## src/design/depth_image_collision_check_unit_macros.svh

```systemverilog
// Assertion macros used by the depth image collision check sequencer.
`ifndef DEPTH_IMAGE_COLLISION_CHECK_UNIT_MACROS_SVH
`define DEPTH_IMAGE_COLLISION_CHECK_UNIT_MACROS_SVH

// same-cycle implication, sampled on clk, off during reset
`define DICC_ASSERT_IMP(lbl, ante, cons, msg) \
  lbl: assert property (@(posedge clk) disable iff (!rst_n) (ante) |-> (cons)) \
    else $error(msg);

// next-cycle implication
`define DICC_ASSERT_NXT(lbl, ante, cons, msg) \
  lbl: assert property (@(posedge clk) disable iff (!rst_n) (ante) |=> (cons)) \
    else $error(msg);

`endif

```

## src/design/dicc_pkg.sv

```systemverilog
// Types, constants and helpers of the depth image collision check unit.
package dicc_pkg;

  localparam int IMG_WIDTH  = 640;
  localparam int IMG_HEIGHT = 480;
  localparam int NPIX       = IMG_WIDTH * IMG_HEIGHT;
  localparam int COL_W      = $clog2(IMG_WIDTH);
  localparam int ROW_W      = $clog2(IMG_HEIGHT);
  localparam int ADDR_W     = $clog2(NPIX);
  localparam int MARGIN_MM  = 100;
  localparam int CFG_IDX_W  = 3;
  localparam int CFG_DATA_W = 16;
  localparam int DIV_NUM_W  = 32;
  localparam int DIV_DEN_W  = 16;
  localparam int DIV_CNT_W  = $clog2(DIV_NUM_W);

  typedef enum logic [CFG_IDX_W-1:0] {
    CFG_CENTER_X   = 3'd0,
    CFG_CENTER_Y   = 3'd1,
    CFG_FOCAL_X    = 3'd2,
    CFG_FOCAL_Y    = 3'd3,
    CFG_NEAR_LIMIT = 3'd4,
    CFG_FAR_LIMIT  = 3'd5,
    CFG_INFL_SIDE  = 3'd6,
    CFG_INFL_UP    = 3'd7
  } cfg_reg_t;

  typedef enum logic [1:0] {
    FN_WRITE   = 2'd0,
    FN_REBUILD = 2'd1,
    FN_FREE    = 2'd2,
    FN_VFREE   = 2'd3
  } func_t;

  typedef enum logic [2:0] {
    DS_RAD_H = 3'd0,
    DS_RAD_V = 3'd1,
    DS_COL   = 3'd2,
    DS_ROW   = 3'd3,
    DS_RX    = 3'd4,
    DS_RY    = 3'd5
  } div_sel_t;

  typedef enum logic [2:0] {
    RA_SCAN = 3'd0,
    RA_HWIN = 3'd1,
    RA_VWIN = 3'd2,
    RA_QRY  = 3'd3,
    RA_WIN  = 3'd4
  } rd_sel_t;

  typedef struct packed {
    logic     in_ready;
    logic     clr_rst;
    logic     clr_rb;
    logic     a_inc;
    logic     pix_wr;
    logic     scan_rst;
    logic     scan_next_h;
    logic     scan_next_v;
    logic     seed_h;
    logic     seed_v;
    logic     div_start;
    div_sel_t div_sel;
    logic     win_h_init;
    logic     win_v_init;
    logic     k_inc_h;
    logic     k_inc_v;
    rd_sel_t  rd_sel;
    logic     fill_h;
    logic     fill_v;
    logic     q_mul;
    logic     q_sum;
    logic     col_set;
    logic     row_set;
    logic     rx_set;
    logic     ry_set;
    logic     w_next;
    logic     res_set;
    logic     res_free;
    logic     res_oov;
    logic     res_load;
  } cmd_t;

  typedef struct packed {
    logic  in_valid;
    func_t in_func;
    func_t q_func;
    logic  a_last;
    logic  scan_last;
    logic  seed_ok_h;
    logic  seed_ok_v;
    logic  div_busy;
    logic  k_last_h;
    logic  k_last_v;
    logic  z_oov;
    logic  pos_oov;
    logic  occ;
    logic  w_last;
    logic  out_free;
  } sts_t;

  function automatic logic [ADDR_W-1:0] pix_addr(input logic [ROW_W-1:0] r,
                                                 input logic [COL_W-1:0] c);
    pix_addr = ADDR_W'(ADDR_W'(r) * ADDR_W'(IMG_WIDTH) + ADDR_W'(c));
  endfunction

endpackage

```

## src/design/dicc_ctrl.sv

```systemverilog
// Sequencer for pixel writes, inflation rebuild and point queries.
`include "depth_image_collision_check_unit_macros.svh"

module dicc_ctrl (
  input  logic           clk,
  input  logic           rst_n,
  input  dicc_pkg::sts_t sts,
  output dicc_pkg::cmd_t cmd
);
  import dicc_pkg::*;

  typedef enum logic [30:0] {
    S_CLR    = 31'd1 << 0,
    S_IDLE   = 31'd1 << 1,
    S_WR     = 31'd1 << 2,
    S_RB_CLR = 31'd1 << 3,
    S_H_RD   = 31'd1 << 4,
    S_H_CHK  = 31'd1 << 5,
    S_H_DIV  = 31'd1 << 6,
    S_H_FRD  = 31'd1 << 7,
    S_H_FWR  = 31'd1 << 8,
    S_V_RD   = 31'd1 << 9,
    S_V_CHK  = 31'd1 << 10,
    S_V_DIV  = 31'd1 << 11,
    S_V_FRD  = 31'd1 << 12,
    S_V_FWR  = 31'd1 << 13,
    S_Q_CHK  = 31'd1 << 14,
    S_Q_MUL  = 31'd1 << 15,
    S_Q_SUM  = 31'd1 << 16,
    S_Q_DC   = 31'd1 << 17,
    S_Q_WC   = 31'd1 << 18,
    S_Q_DR   = 31'd1 << 19,
    S_Q_WR   = 31'd1 << 20,
    S_Q_POS  = 31'd1 << 21,
    S_Q_DX   = 31'd1 << 22,
    S_Q_WX   = 31'd1 << 23,
    S_Q_DY   = 31'd1 << 24,
    S_Q_WY   = 31'd1 << 25,
    S_Q_RD   = 31'd1 << 26,
    S_Q_EV   = 31'd1 << 27,
    S_W_RD   = 31'd1 << 28,
    S_W_EV   = 31'd1 << 29,
    S_RESP   = 31'd1 << 30
  } state_t;

  state_t state_r, state_nxt;

  always_ff @(posedge clk) begin
    if (!rst_n) state_r <= S_CLR;
    else        state_r <= state_nxt;
  end

  always_comb begin
    cmd       = '0;
    state_nxt = state_r;
    unique case (state_r)
      S_CLR: begin
        cmd.clr_rst = 1'b1;
        cmd.a_inc   = 1'b1;
        if (sts.a_last) state_nxt = S_IDLE;
      end
      S_IDLE: begin
        cmd.in_ready = 1'b1;
        if (sts.in_valid) begin
          unique case (sts.in_func)
            FN_WRITE:   state_nxt = S_WR;
            FN_REBUILD: state_nxt = S_RB_CLR;
            default:    state_nxt = S_Q_CHK;
          endcase
        end
      end
      S_WR: begin
        cmd.pix_wr = 1'b1;
        state_nxt  = S_RESP;
      end
      S_RB_CLR: begin
        cmd.clr_rb = 1'b1;
        cmd.a_inc  = 1'b1;
        if (sts.a_last) begin
          cmd.scan_rst = 1'b1;
          state_nxt    = S_H_RD;
        end
      end
      S_H_RD: begin
        cmd.rd_sel = RA_SCAN;
        state_nxt  = S_H_CHK;
      end
      S_H_CHK: begin
        cmd.seed_h = 1'b1;
        if (sts.seed_ok_h) begin
          cmd.div_start = 1'b1;
          cmd.div_sel   = DS_RAD_H;
          state_nxt     = S_H_DIV;
        end else if (sts.scan_last) begin
          cmd.scan_rst = 1'b1;
          state_nxt    = S_V_RD;
        end else begin
          cmd.scan_next_h = 1'b1;
          state_nxt       = S_H_RD;
        end
      end
      S_H_DIV: begin
        cmd.div_sel = DS_RAD_H;
        if (!sts.div_busy) begin
          cmd.win_h_init = 1'b1;
          state_nxt      = S_H_FRD;
        end
      end
      S_H_FRD: begin
        cmd.rd_sel = RA_HWIN;
        state_nxt  = S_H_FWR;
      end
      S_H_FWR: begin
        cmd.fill_h = 1'b1;
        if (!sts.k_last_h) begin
          cmd.k_inc_h = 1'b1;
          state_nxt   = S_H_FRD;
        end else if (sts.scan_last) begin
          cmd.scan_rst = 1'b1;
          state_nxt    = S_V_RD;
        end else begin
          cmd.scan_next_h = 1'b1;
          state_nxt       = S_H_RD;
        end
      end
      S_V_RD: begin
        cmd.rd_sel = RA_SCAN;
        state_nxt  = S_V_CHK;
      end
      S_V_CHK: begin
        cmd.seed_v = 1'b1;
        if (sts.seed_ok_v) begin
          cmd.div_start = 1'b1;
          cmd.div_sel   = DS_RAD_V;
          state_nxt     = S_V_DIV;
        end else if (sts.scan_last) begin
          state_nxt = S_RESP;
        end else begin
          cmd.scan_next_v = 1'b1;
          state_nxt       = S_V_RD;
        end
      end
      S_V_DIV: begin
        cmd.div_sel = DS_RAD_V;
        if (!sts.div_busy) begin
          cmd.win_v_init = 1'b1;
          state_nxt      = S_V_FRD;
        end
      end
      S_V_FRD: begin
        cmd.rd_sel = RA_VWIN;
        state_nxt  = S_V_FWR;
      end
      S_V_FWR: begin
        cmd.fill_v = 1'b1;
        if (!sts.k_last_v) begin
          cmd.k_inc_v = 1'b1;
          state_nxt   = S_V_FRD;
        end else if (sts.scan_last) begin
          state_nxt = S_RESP;
        end else begin
          cmd.scan_next_v = 1'b1;
          state_nxt       = S_V_RD;
        end
      end
      S_Q_CHK: begin
        if (sts.z_oov) begin
          cmd.res_set = 1'b1;
          cmd.res_oov = 1'b1;
          state_nxt   = S_RESP;
        end else begin
          state_nxt = S_Q_MUL;
        end
      end
      S_Q_MUL: begin
        cmd.q_mul = 1'b1;
        state_nxt = S_Q_SUM;
      end
      S_Q_SUM: begin
        cmd.q_sum = 1'b1;
        state_nxt = S_Q_DC;
      end
      S_Q_DC: begin
        cmd.div_start = 1'b1;
        cmd.div_sel   = DS_COL;
        state_nxt     = S_Q_WC;
      end
      S_Q_WC: begin
        if (!sts.div_busy) begin
          cmd.col_set = 1'b1;
          state_nxt   = S_Q_DR;
        end
      end
      S_Q_DR: begin
        cmd.div_start = 1'b1;
        cmd.div_sel   = DS_ROW;
        state_nxt     = S_Q_WR;
      end
      S_Q_WR: begin
        if (!sts.div_busy) begin
          cmd.row_set = 1'b1;
          state_nxt   = S_Q_POS;
        end
      end
      S_Q_POS: begin
        if (sts.pos_oov) begin
          cmd.res_set = 1'b1;
          cmd.res_oov = 1'b1;
          state_nxt   = S_RESP;
        end else if (sts.q_func == FN_FREE) begin
          state_nxt = S_Q_RD;
        end else begin
          state_nxt = S_Q_DX;
        end
      end
      S_Q_DX: begin
        cmd.div_start = 1'b1;
        cmd.div_sel   = DS_RX;
        state_nxt     = S_Q_WX;
      end
      S_Q_WX: begin
        cmd.div_sel = DS_RX;
        if (!sts.div_busy) begin
          cmd.rx_set = 1'b1;
          state_nxt  = S_Q_DY;
        end
      end
      S_Q_DY: begin
        cmd.div_start = 1'b1;
        cmd.div_sel   = DS_RY;
        state_nxt     = S_Q_WY;
      end
      S_Q_WY: begin
        cmd.div_sel = DS_RY;
        if (!sts.div_busy) begin
          cmd.ry_set = 1'b1;
          state_nxt  = S_W_RD;
        end
      end
      S_Q_RD: begin
        cmd.rd_sel = RA_QRY;
        state_nxt  = S_Q_EV;
      end
      S_Q_EV: begin
        cmd.res_set  = 1'b1;
        cmd.res_free = !sts.occ;
        state_nxt    = S_RESP;
      end
      S_W_RD: begin
        cmd.rd_sel = RA_WIN;
        state_nxt  = S_W_EV;
      end
      S_W_EV: begin
        if (sts.occ) begin
          cmd.res_set = 1'b1;
          state_nxt   = S_RESP;
        end else if (sts.w_last) begin
          cmd.res_set  = 1'b1;
          cmd.res_free = 1'b1;
          state_nxt    = S_RESP;
        end else begin
          cmd.w_next = 1'b1;
          state_nxt  = S_W_RD;
        end
      end
      S_RESP: begin
        if (sts.out_free) begin
          cmd.res_load = 1'b1;
          state_nxt    = S_IDLE;
        end
      end
      default: state_nxt = S_CLR;
    endcase
  end

  `DICC_ASSERT_IMP(a_div_idle, cmd.div_start, !sts.div_busy, "divider restarted while busy")
  `DICC_ASSERT_NXT(a_acc_once, cmd.in_ready && sts.in_valid, !cmd.in_ready, "second word taken")
  `DICC_ASSERT_IMP(a_res_slot, cmd.res_load, sts.out_free, "pending result overwritten")

endmodule

```

## config.mk

```make
export PLATFORM = sky130hd
export DESIGN_NAME = dicc_ctrl
export DESIGN_NICKNAME = d
export VERILOG_FILES = /design/src/design/dicc_pkg.sv /design/src/design/dicc_ctrl.sv
export VERILOG_INCLUDE_DIRS = /design/src /design/src/design
export SDC_FILE = /design/constraint.sdc
export NUM_CORES = 1
export LEC_CHECK = 0
export ABC_AREA = 0
export BUFFER_PORTS_ARGS = -buffer_cell sky130_fd_sc_hd__buf_2
export CAP_MARGIN = 5
export CORE_MARGIN = 1.5
export CORE_UTILIZATION = 25
export CTS_BUF_LIST = sky130_fd_sc_hd__clkbuf_4
export CTS_CLUSTER_SIZE = 30
export DETAILED_ROUTE_END_ITERATION = 12
export GPL_TIMING_DRIVEN = 0
export PLACE_DENSITY = 0.41
export SLEW_MARGIN = 20
export SYNTH_ARGS = -nofsm -noshare
export SYNTH_HDL_FRONTEND = slang
export SYNTH_SLANG_ARGS = --single-unit
```

## constraint.sdc

```tcl
create_clock -name clk -period 8.04 [get_ports clk]
set_input_delay 0 -clock clk [delete_from_list [all_inputs] [get_ports clk]]
set_output_delay 0 -clock clk [all_outputs]
set_load 0.05 [all_outputs]
```

Word-level counts from Yosys, hierarchy flattened
Cells that the tools add are included.

$add $sub $neg: 0. $mul: 0. Divide/modulo/power cells: 0. $lt $le $gt $ge: 0. Eq/ne operators: 43. Shift-type cells: 0. Mux-type cells: 73. Bitwise operators: 0. Reductions and logical operators: 8.

Operators with widths (count): one-hot mux 31 bit (30 select lines) (1); 2-to-1 mux 31 bit (19); 2-to-1 mux 1 bit (36); == test 31 x 1 -> 1 bit (second input constant) (1); == test 31 x 10 -> 1 bit (second input constant) (1); == test 31 x 11 -> 1 bit (second input constant) (1); == test 31 x 12 -> 1 bit (second input constant) (1); == test 31 x 13 -> 1 bit (second input constant) (1); == test 31 x 14 -> 1 bit (second input constant) (1); == test 31 x 15 -> 1 bit (second input constant) (1); == test 31 x 16 -> 1 bit (second input constant) (1); == test 31 x 17 -> 1 bit (second input constant) (1); == test 31 x 18 -> 1 bit (second input constant) (1); == test 31 x 19 -> 1 bit (second input constant) (1); == test 31 x 2 -> 1 bit (second input constant) (1); == test 31 x 20 -> 1 bit (second input constant) (1); == test 31 x 21 -> 1 bit (second input constant) (1); == test 31 x 22 -> 1 bit (second input constant) (1); == test 31 x 23 -> 1 bit (second input constant) (1); == test 31 x 24 -> 1 bit (second input constant) (1); == test 31 x 25 -> 1 bit (second input constant) (1); == test 31 x 26 -> 1 bit (second input constant) (1); == test 31 x 27 -> 1 bit (second input constant) (1); == test 31 x 28 -> 1 bit (second input constant) (1); 28 further kinds (47).

Register bits after elaboration: 31. Bits in latches: 0. RAM bits: 0. Memory bits (read-only): 0. Input bits: 19. Output and inout bits: 34. Logic and storage cells: 125. Memories: 0.

Longest topological paths before layout
Depth in word-level cells: 4. Mapped depth: 11. Mapped depth without buffers: 7.

Least setup slack after synthesis
OpenSTA, ideal clock, no wires.

Kind: reg-to-reg. Start: reg state_r[0]. End: reg state_r[4]. Setup time: 0.079 ns. Data arrival time: 4.660 ns. Data required time: 7.961 ns. Slack: 3.301 ns. Stages on the path, launching flop included: 11. Path through: dfxtp_1 > buf_2 > or4_1 > buf_2 > or4_4 > buf_6 > nor4_1 > a22o_1 > nor2b_1 > nor2_1 > nor3_2.

Longest elaborated chain between the ends: 3.

Ends and longest elaborated chain: start, declared (line dicc_ctrl.sv:46) `state_t state_r, state_nxt;`; start signal, assigned (line dicc_ctrl.sv:50) `else state_r <= state_nxt;`; == test 31 x 28 -> 1 bit (tied with other cells) (line dicc_ctrl.sv:56) `unique case (state_r)`; OR reduction 2 bit (no line) / inequality test 2 bit (equally long branches); one-hot mux 31 bit (30 select lines) / AND reduction 10 bit (equally long branches).

Several ways; a longest one is shown, not always the timed one. A chain may end at the register's enable or synchronous reset.

Worst setup path in the final report
Start: reg state_r[16]. End: reg state_r[14].

Same word-level chain as after synthesis.

==> parameters.txt <==
Parameter                              Value

Setup path
  CP Class    reg -> reg
  Arrival time at the worst endpoint    4.38 ns
  Cell depth of the worst flop-to-flop path    10
  Capturing point of the worst reg2reg path    state_r[14]
  Critical path capture point type    flop
  Flop2flop setup slack    3.92 ns
  Crit path max fanout    10
  Origin of the critical flop-to-flop path    state_r[16]
  Critical Path Start Type    flop
  Required time of the critical path    8.29 ns

Die
  Core box area    0.00818 mm^2
  Floorplan die height    94.5 um
  I/O pin total    53
  Floorplan die width    94.5 um
  Initial Utilization    25.6%
  Die ar.    0.00894 mm^2
  Number of core rows    33

Finish
  Fill cells    920
  Layout overhead on the synthesized area    26.5%
  Final-stage net count    363
  Proportion of layout cells with a drive suffix above 1    23.8%
  Utilization after layout    32.4%
  Most flops, register    state_r
  Largest register FFs    31
  Diode insertion count for antenna repair    0
  Registers with the highest flip-flop counts    state_r: 31 flops

Power
  IR Drop Worst-Case VDD    0.147 mV
  Power after layout    505 uW
  Total power density per cell area    191 mW/mm^2
  Leakage Power    1.20 nW

Global routing
  GRT Residual Overflow    0
  Wire length of the first global-routing pass    11.7 mm
  Largest net degree at the start of global routing    11
  Number of global-route vias before repair    2149
  GR Util All Layers    17.3%
  Number of antenna violations at the first check in global routing    0

Place
  Final HPWL from detailed placement    5.82 mm
  Number of I/O port buffers    51
  Routability congestion estimate from global placement    0.827

Synthesis
  Area share of and/or/nand/nor cells after synthesis    48.3%
  Library cells used by synthesis    50
  Cell taking the most area after synthesis    dfxtp_1
  Fraction of synthesized cell area taken by the top area cell type    29.6%
  Compound-cell area share of the yosys netlist    12.7%
  Syn nets    294
  Mean area per synthesized cell    7.62 um^2
  Synthesized instance count    275
  Number of flops mapped to enable cells by yosys    0
  Synthesis Warnings    0
  Portion of netlist area occupied by mux cells    0%
  Top post-synthesis cells by area    dfxtp_1 (30%), nor2_1 (5.6%), nor4_1 (5.1%), nor3_1 (4.1%), or4_1 (3.9%)
  Post-synthesis share of cell area spent on full adders, half adders and majority gates    0%
  Dominant combinational cell family by area after synthesis    simple AND/OR/NAND/NOR gates
  Xor/xnor cell area share of the yosys netlist    4.18%
  Seq/Total Area, Yosys    29.6%
  Most numerous cell types in the synthesized netlist    dfxtp_1 (31), nor2_1 (31), nand2_1 (20), nor3_1 (17), nor4_1 (17)
  Post-synthesis register bit count    31
  Most common flop cell mapped by yosys    dfxtp_1
  Post-synthesis cell area    0.00209 mm^2
  Share of synthesized registers carrying an async set or reset    0%

STA
  # setup viols final    0
  Slew at the pin with the worst max-slew slack    1.01 ns
  Post-route fraction of the period consumed by the critical path    51.3%
  Maximum clock frequency    0.242 GHz
  Min Tclk post-route    4.12 ns
  RSZ-0062 raised after global routing    false
  Final hold violation count    1
  Worst hold slack across all endpoints    -0.00717 ns
  Total Negative Setup Slacks    0 ns
  Worst Clk Skew    0.0225 ns
  Headroom to the max-slew limit    32.0%
  Number of pins with negative max-slew slack in the final report    0

Drt
  Number of detailed-route iterations in the first pass    4
  Total length of routed wires    7.52 mm
  Detail-routed via count per cell    5.15
  Detailed-route via count    2317
  Post-route antenna net violation count    0
  Drt drc    0
  DR WL/cell    16.7 um
  Iter 0 DRT Violations    108

Min path
  Cell count of the worst hold path    3
  Worst Hold Path EP    state_r[22]
  Type of the tightest min-delay check    in -> reg
  Min-Delay Startpoint    sts[3]

Clock network
  Source-to-sink clock delay at the later pin of the worst-skew pair    0.36 ns
  Clock tree root buffer cell    clkbuf_4
  Number of clock sinks seen by CTS    31
  Number of levels in the clock H-tree    2
  CTS tree    built
  Clk slew on worst S/H paths    0.13 ns
  CTS resizes    0
  CTS buffer count    5
  Maximum root-to-sink buffer count    2

Run status
  Run status    complete, but fails checks
  Failing checks    negative hold slack

Job
  Number of max-cap violations    0
final cells by class:
| cell class | instances | area [um^2] | area share, % |
|---|---|---|---|
| buffer | 13 | 68.8 | 2.60 |
| clock buffer | 6 | 45.0 | 1.70 |
| clock inverter | 2 | 12.5 | 0.472 |
| inverter | 11 | 41.3 | 1.56 |
| multi-input combinational | 220 | 1360 | 51.5 |
| sequential | 31 | 621 | 23.4 |
| tap | 105 | 131 | 4.96 |
| timing repair buffer | 62 | 365 | 13.8 |
metrics by stage:
step | instance area (um^2) | worst slack, ns | instances | hold slack (ns)
2_1_floorplan | 2090 | 3.30 | 275 | 0.0761
3_3_place_gp | 2480 | 4.49 | 431 | 0.185
3_5_place_dp | 2480 | 4.51 | 431 | 0.186
4_1_cts | 2650 | 3.93 | 450 | 0.00204
5_1_grt | 2650 | 3.78 | 450 | 0.0209
6_report | 2650 | 3.92 | 450 | -0.00717
cells by family after synthesis:
family / count (synthesis)
AND/OR/NAND/NOR: 169
AO/OA/AOI/OAI: 41
flip-flops: 31
buffers and inverters: 24
XOR/XNOR: 10
routing by layer:
layer  part of all wire (%)  vias to the layer above  routed length [um]  GRT usage [%]
li1                       -                     1164                   -              -
met1                     47                     1078                3540           23.7
met2                     45                       63                3390           27.2
met3                    6.0                       12                 449           3.70
met4                    1.9                        0                 144           5.22
met5                      0                        -                   0              0
critical path: stages (launching register included):
cell and delay (ns):
dfxtp_1 0.42, or4_1 0.53, clkbuf_1 0.20, nor4_1 0.26, or4b_2 0.69, and3_1 0.24, a31oi_2 0.58, or2_2 0.21
buf_2 0.25, nor3_1 0.08, dlygate4sd3_1 0.55
placed cells by master, fill, tap and decap left out, types with 2 or more instances in the layout:
cell type,count
a21oi_1,12
nand4b_1,2
nand2_1,20
buf_6,2
o21ai_0,13
nand4_1,3
nand3_1,11
xor2_1,3
nand2b_1,4
and4_1,2
clkbuf_4,6
a21o_1,2
nor4_2,3
nor3b_1,6
nor2_1,31
inv_1,11
dfxtp_1,31
or3_1,3
nor4_1,17
nor3_2,5
or4_1,11
xnor2_1,7
o21ba_1,2
and3_1,3
nor4b_1,6
nor3_1,17
dlygate4sd3_1,11
and2_1,3
buf_2,55
nand3b_1,5
or2_2,5
nor2b_1,5
clkbuf_1,7
where the power goes:
part	internal (mW)	total, mW	switching (mW)
logic	0.0752	0.242	0.167
clock network	0.0371	0.102	0.0644
registers	0.159	0.161	0.00253
total	0.271	0.505	0.234
how the worst max path moves through the flow:
stage / from / to / slack (ns) / cells past startpoint
after floorplan: state_r[0] / state_r[4] / 3.30 / 10
after global routing: state_r[16] / state_r[2] / 3.78 / 10
final: state_r[16] / state_r[14] / 3.92 / 10
after detailed placement: state_r[16] / state_r[14] / 4.51 / 9
after CTS: state_r[16] / state_r[2] / 3.93 / 10
after global placement: state_r[16] / state_r[2] / 4.49 / 9
what timing repair did:
item	CTS	global route
hold buffers	11	0
hold endpoints to repair	10	0
setup buffers	0	0
(Power assumes the default switching activity.)
